==> src/sv/btt_pkg.sv <==
// Shared types, constants and score helpers for the bucketed transposition table.
package btt_pkg;

  localparam int WAYS        = 4;
  localparam int BUCKET_BITS = 12;
  localparam int BUCKETS     = 1 << BUCKET_BITS;
  localparam int WAY_BITS    = (WAYS > 1) ? $clog2(WAYS) : 1;
  localparam int KEY_W       = 64;
  localparam int SCORE_W     = 16;
  localparam int MT_W        = 15;
  localparam int Q_DEPTH     = 2;
  localparam int Q_PTR_W     = $clog2(Q_DEPTH);
  localparam int Q_CNT_W     = $clog2(Q_DEPTH + 1);

  localparam logic signed [SCORE_W-1:0] SCORE_INF     = 16'sd32000;
  localparam logic signed [SCORE_W-1:0] SCORE_NEG_INF = -16'sd32000;
  localparam logic signed [17:0]        HALF_INF      = 18'sd16000;
  localparam logic [7:0]                NO_DEPTH      = 8'd255;
  localparam logic [7:0]                MAX_DEPTH     = 8'd254;
  localparam logic [7:0]                LAST_GEN      = 8'd255;
  localparam logic [MT_W-1:0]           MATE_RESET    = 15'd29976;

  typedef enum logic [1:0] {
    CMD_PROBE   = 2'd0,
    CMD_STORE   = 2'd1,
    CMD_ADVANCE = 2'd2,
    CMD_CLEAR   = 2'd3
  } cmd_t;

  typedef enum logic [2:0] {
    ST_IDLE,
    ST_READ,
    ST_LOOK,
    ST_APPLY,
    ST_EMIT,
    ST_CLEAR
  } back_state_t;

  typedef struct packed {
    logic [7:0]                 lo_depth;
    logic [7:0]                 hi_depth;
    logic [7:0]                 gen;
    logic signed [SCORE_W-1:0]  lo_score;
    logic signed [SCORE_W-1:0]  hi_score;
    logic [15:0]                lo_move;
  } slot_value_t;

  localparam int VAL_W = $bits(slot_value_t);

  typedef struct packed {
    cmd_t                       cmd;
    logic [KEY_W-1:0]           key;
    logic                       key_zero;
    logic [7:0]                 depth;
    logic [7:0]                 ply;
    logic signed [SCORE_W-1:0]  window_lower;
    logic signed [SCORE_W-1:0]  window_upper;
    logic signed [SCORE_W-1:0]  bound_lower;
    logic signed [SCORE_W-1:0]  bound_upper;
    logic [15:0]                move_hint;
    logic                       depth_exact;
  } req_t;

  typedef struct packed {
    logic                       cutoff;
    logic                       scores_valid;
    logic                       key_found;
    logic [15:0]                best_move;
    logic signed [SCORE_W-1:0]  new_window_lower;
    logic signed [SCORE_W-1:0]  new_window_upper;
    logic signed [SCORE_W-1:0]  stored_lower;
    logic signed [SCORE_W-1:0]  stored_upper;
  } res_t;

  typedef struct packed {
    logic init_clr;
    logic loading;
    logic emitting;
  } back_status_t;

  // Empty slot value of a given generation
  function automatic slot_value_t empty_value(input logic [7:0] g);
    slot_value_t v;
    v.lo_depth = NO_DEPTH;
    v.hi_depth = NO_DEPTH;
    v.gen      = g;
    v.lo_score = '0;
    v.hi_score = '0;
    v.lo_move  = '0;
    return v;
  endfunction

  // Replacement depth plus one, zero when the slot holds no bound
  function automatic logic [8:0] repl_depth(input slot_value_t v);
    logic [8:0] a;
    logic [8:0] b;
    a = (v.lo_depth == NO_DEPTH) ? 9'd0 : ({1'b0, v.lo_depth} + 9'd1);
    b = (v.hi_depth == NO_DEPTH) ? 9'd0 : ({1'b0, v.hi_depth} + 9'd1);
    return (a > b) ? a : b;
  endfunction

  function automatic logic depth_ok(input logic [7:0] d, input logic [7:0] req,
                                    input logic exact);
    logic r;
    if (d == NO_DEPTH) r = 1'b0;
    else if (exact) r = (d == req);
    else r = (d >= req);
    return r;
  endfunction

  // Pull mate scores towards the root by ply
  function automatic logic signed [SCORE_W-1:0] adjust_score(
      input logic signed [SCORE_W-1:0] s, input logic [7:0] ply,
      input logic [MT_W-1:0] mt);
    logic signed [17:0] w;
    logic signed [17:0] m;
    logic signed [17:0] p;
    logic signed [17:0] r;
    w = 18'(s);
    m = $signed({3'b000, mt});
    p = $signed({10'd0, ply});
    if (w >= HALF_INF || w <= -HALF_INF) r = w;
    else if (w >= m) r = w - p;
    else if (w <= -m) r = w + p;
    else r = w;
    return r[SCORE_W-1:0];
  endfunction

  function automatic logic is_mate(input logic signed [SCORE_W-1:0] s,
                                   input logic [MT_W-1:0] mt);
    logic signed [17:0] w;
    logic signed [17:0] a;
    w = 18'(s);
    a = (w < 0) ? -w : w;
    return (s != SCORE_INF) && (s != SCORE_NEG_INF) && (a >= $signed({3'b000, mt}));
  endfunction

endpackage

==> src/sv/btt_front.sv <==
// Front end: accepts requests, classifies them and queues them for the back end.
module btt_front
  import btt_pkg::*;
(
  input  logic                      clk,
  input  logic                      rst,
  input  logic                      in_valid,
  output logic                      in_ready,
  input  logic [1:0]                cmd,
  input  logic [KEY_W-1:0]          key,
  input  logic [7:0]                depth,
  input  logic [7:0]                ply,
  input  logic signed [SCORE_W-1:0] window_lower,
  input  logic signed [SCORE_W-1:0] window_upper,
  input  logic signed [SCORE_W-1:0] bound_lower,
  input  logic signed [SCORE_W-1:0] bound_upper,
  input  logic [15:0]               move_hint,
  input  logic                      depth_exact,
  input  logic                      hold,
  output logic                      q_valid,
  output req_t                      q_req,
  input  logic                      q_pop
);

  req_t               entry;
  req_t               fifo [Q_DEPTH];
  logic [Q_PTR_W-1:0] wr_ptr;
  logic [Q_PTR_W-1:0] rd_ptr;
  logic [Q_CNT_W-1:0] count;
  logic               push;

  // Classify the incoming request: saturate a store depth, flag a zero key
  always_comb begin
    entry.cmd          = cmd_t'(cmd);
    entry.key          = key;
    entry.key_zero     = (key == '0);
    entry.depth        = (cmd_t'(cmd) == CMD_STORE && depth > MAX_DEPTH) ? MAX_DEPTH : depth;
    entry.ply          = ply;
    entry.window_lower = window_lower;
    entry.window_upper = window_upper;
    entry.bound_lower  = bound_lower;
    entry.bound_upper  = bound_upper;
    entry.move_hint    = move_hint;
    entry.depth_exact  = depth_exact;
  end

  assign in_ready = (count < Q_CNT_W'(Q_DEPTH)) && !hold;
  assign push     = in_valid && in_ready;
  assign q_valid  = (count != '0);
  assign q_req    = fifo[rd_ptr];

  // Store queued requests
  always_ff @(posedge clk) begin
    if (push) begin
      fifo[wr_ptr] <= entry;
    end
  end

  // Advance queue pointers
  always_ff @(posedge clk) begin
    if (rst) begin
      wr_ptr <= '0;
      rd_ptr <= '0;
      count  <= '0;
    end else begin
      if (push) wr_ptr <= wr_ptr + 1'b1;
      if (q_pop) rd_ptr <= rd_ptr + 1'b1;
      if (push && !q_pop) count <= count + 1'b1;
      else if (!push && q_pop) count <= count - 1'b1;
    end
  end

endmodule

==> config.mk <==
export PLATFORM = sky130hd
export DESIGN_NAME = btt_front
export DESIGN_NICKNAME = d
export VERILOG_FILES = /design/src/sv/btt_pkg.sv /design/src/sv/btt_front.sv
export SDC_FILE = /design/constraint.sdc
export NUM_CORES = 1
export LEC_CHECK = 0
export BUFFER_PORTS_ARGS = -buffer_cell sky130_fd_sc_hd__buf_4
export CORE_MARGIN = 4
export CORE_UTILIZATION = 56
export CTS_CLUSTER_SIZE = 30
export DETAILED_ROUTE_END_ITERATION = 8
export PLACE_DENSITY = 0.91
export SETUP_SLACK_MARGIN = 0.4
export SYNTH_ARGS = -nofsm -noshare
export SYNTH_HDL_FRONTEND = slang
export SYNTH_SLANG_ARGS = --single-unit
==> constraint.sdc <==
create_clock -name clk -period 28.1 [get_ports clk]
set_input_delay 5.62 -clock clk [delete_from_list [all_inputs] [get_ports clk]]
set_output_delay 5.62 -clock clk [all_outputs]
set_load 0.1 [all_outputs]
==> flow_metrics.env <==
export IMPL_viasPerCell=5.37
export IMPL_synth_area_leaders="edfxtp_1 80%, mux2_2 15%, buf_6 1.6%, dfxtp_1 0.81%, nor4_1 0.76%"
export IMPL_diodes=0
export IMPL_nFillCells=1192
export IMPL_fin_skew_ns=0.00985
export IMPL_drtPass1Iterations=5
export IMPL_cts_root_buf="clkbuf_16"
export IMPL_ant_nets=0
export IMPL_status="finished clean"
export IMPL_hold_buffers=0
export IMPL_critPathBufInv=2
export IMPL_whs_ns=0.549
export IMPL_max_freq_ghz=0.0852
export IMPL_post_route_util=0.750
export IMPL_layout_nets=1084
export IMPL_crit_type="input port to output pin"
export IMPL_synth_compound_area_share=0.00152
export IMPL_critPathLaunchType="input port"
export IMPL_die_area_um2=24400
export IMPL_synth_simple_area_share=0.0177
export IMPL_cts_buffers=34
export IMPL_leakage_nw=5.86
export IMPL_drt_initial_drc_count=315
export IMPL_slew_limit_headroom=0.324
export IMPL_worst_pin_slew_ns=1.01
export IMPL_antenna_found_initial=0
export IMPL_grt_pass1_vias=7012
export IMPL_synth_xor_area_share=0.00285
export IMPL_fin_crit_ns=11.74
export IMPL_hold_viol_final=0
export IMPL_crit_fanout=2
export IMPL_drv_slew=0
export IMPL_rsz0062_at_grt="false"
export IMPL_wl_per_cell_um=21.5
export IMPL_synth_top_family_by_area="multiplexers"
export IMPL_dp_final_hpwl_um=17800
export IMPL_crit_chain="buf_4 > nor2_1 > buf_4"
export IMPL_clock_sinks=333
export IMPL_gp_congestion=0.759
export IMPL_syn_area_per_cell_um2=21.8
export IMPL_drc_errors=0
export IMPL_insertion_delay_ns=0.49
export IMPL_critPathSlowestCell="buf_4"
export IMPL_grt_max_degree=76
export IMPL_areaGrowthSynthToFinish_pct=30.1
export IMPL_dpl_cell_count=1154
export IMPL_ir_drop_uv=61.2
export IMPL_cts_resized=0
export IMPL_grt_pass1_wl_um=39000
export IMPL_clk_path_buf_depth=3
export IMPL_setup_tns_ns=0
export IMPL_synth_top_area_frac=0.800
export IMPL_cp_arrival_ns=6.12
export IMPL_path_common_cell="buf_4"
export IMPL_p_per_area_nw_per_um2=80.5
export IMPL_yosysWarnings=0
export IMPL_die_x_um=156
export IMPL_initial_core_util=0.577
export IMPL_critPathRequiredTime_ns=22.48
export IMPL_htree_levels=2
export IMPL_min_path_type="register to register"
export IMPL_finalCritPeriodShare=0.418
export IMPL_finalSetupViolCount=0
export IMPL_netlist_instances=565
export IMPL_drt_wl_total_um=26100
export IMPL_grt_usage=0.207
export IMPL_grt_ovfl_total=0
export IMPL_synth_fa_ha_area_frac=0.00102
export IMPL_port_buffers=333
export IMPL_cpLargestDelayFamily="buffers and inverters"
export IMPL_crit_path_max_incr_delay_ns=0.29
export IMPL_synth_top_cell_by_area="edfxtp_1"
export IMPL_synthDistinctLibCells=23
export IMPL_multiInputGateArea_um2=2140
export IMPL_ys_ff_latch=333
export IMPL_clk_pin_slew_worst_paths_ns=0.06
export IMPL_core_um2=21400
export IMPL_vias=6525
export IMPL_cp_end_kind="output pin"
export IMPL_die_y_um=156
export IMPL_ys_seq_area_frac=0.808
export IMPL_muxShareOfSynthArea=0.150
export IMPL_final_layout_size_suffix_gt1_frac=0.586
export IMPL_final_cells=1215
export IMPL_num_io_pins=334
export IMPL_postCtsSetupRepairBufs=0
export IMPL_synth_fp_nets=734
export IMPL_cap_violations=0
export IMPL_rows=53
export IMPL_regArea_um2=9950
export IMPL_cts_tree="yes"
export IMPL_syn_area_um2=12300
[power breakdown]
group	switching, mW	internal [mW]
Clock	0.168	0.243
Sequential	0.00745	0.573
Combinational	0.227	0.0711
[metrics by stage]
step / area [um2] / total power, mW / worst slack [ns]
6_report: 16000 / 1.29 / 16.36
5_1_grt: 16000 / 1.33 / 16.33
4_1_cts: 16000 / 1.30 / 16.35
3_5_place_dp: 15000 / 0.889 / 16.35
3_3_place_gp: 15000 / 0.884 / 16.34
2_1_floorplan: 12300 / 0.826 / 14.28
[Yosys cell counts]
cell type,count
o31a_1,1
buf_6,18
inv_1,1
dfxtp_1,5
nor3b_2,1
nor2b_1,1
or2_2,1
or3_1,1
o21ai_0,1
nor4_2,2
and2_1,1
clkbuf_1,7
nand2_1,1
mux2_2,164
nand4_1,5
edfxtp_1,328
xnor2_1,2
nor2_1,5
xor2_1,2
nor4_1,15
ha_1,1
nand3b_1,1
a21oi_1,1
[cells in the final DEF, fill, tap and decap left out, types with 4 or more instances in the layout]
cell type | synthesis | layout
buf_4 | 0 | 339
clkbuf_1 | 7 | 12
clkbuf_16 | 0 | 37
clkinv_1 | 0 | 8
dfxtp_1 | 5 | 4
edfxtp_1 | 328 | 328
mux2_2 | 164 | 164
nand4_1 | 5 | 5
nor2_1 | 5 | 5
nor4_1 | 15 | 15
[metal layers]
layer | share of wire | global-route usage | vias up
li1 | - | - | 2963
met2 | 0.53 | 0.376 | 286
met3 | 0.092 | 0.0603 | 37
met4 | 0.023 | 0.0645 | 0
met1 | 0.35 | 0.238 | 3239
met5 | 0 | 0 | -
[cell type report]
cell class,instances,share of cell area
inverter,1,0.000234
timing repair buffer,339,0.159
sequential,333,0.621
clock buffer,50,0.0615
clock inverter,11,0.00320
multi-input combinational,206,0.134
tap,275,0.0215
[logic make-up after synthesis]
group | after synthesis
buf+inv | 26
simple gates | 34
mux | 164
compound gates | 3
xor+xnor | 4
fa+ha+maj | 1
flops | 333
[final timing paths]
path                            slack, ns           to  startpoint  cells after the start
worst max-delay path                16.36     in_ready        hold                      3
worst min-delay path                 0.55     register      rd_ptr                      2
worst max register to register      25.52  fifo[0][72]    count[1]                      3
worst min register to register       0.55     register      rd_ptr                      2
[registers in the layout, indices dropped and copies added, names as in the netlist, named ones only]
register / flops
rd_ptr: 1
fifo: 328
count: 2
wr_ptr: 1
[worst min-delay path: stages, from the launching register on]
cell and delay, ns:
dfxtp_1 0.33, xnor2_1 0.09, nor2_1 0.09
Note: power is estimated with default switching activity, not from simulation.
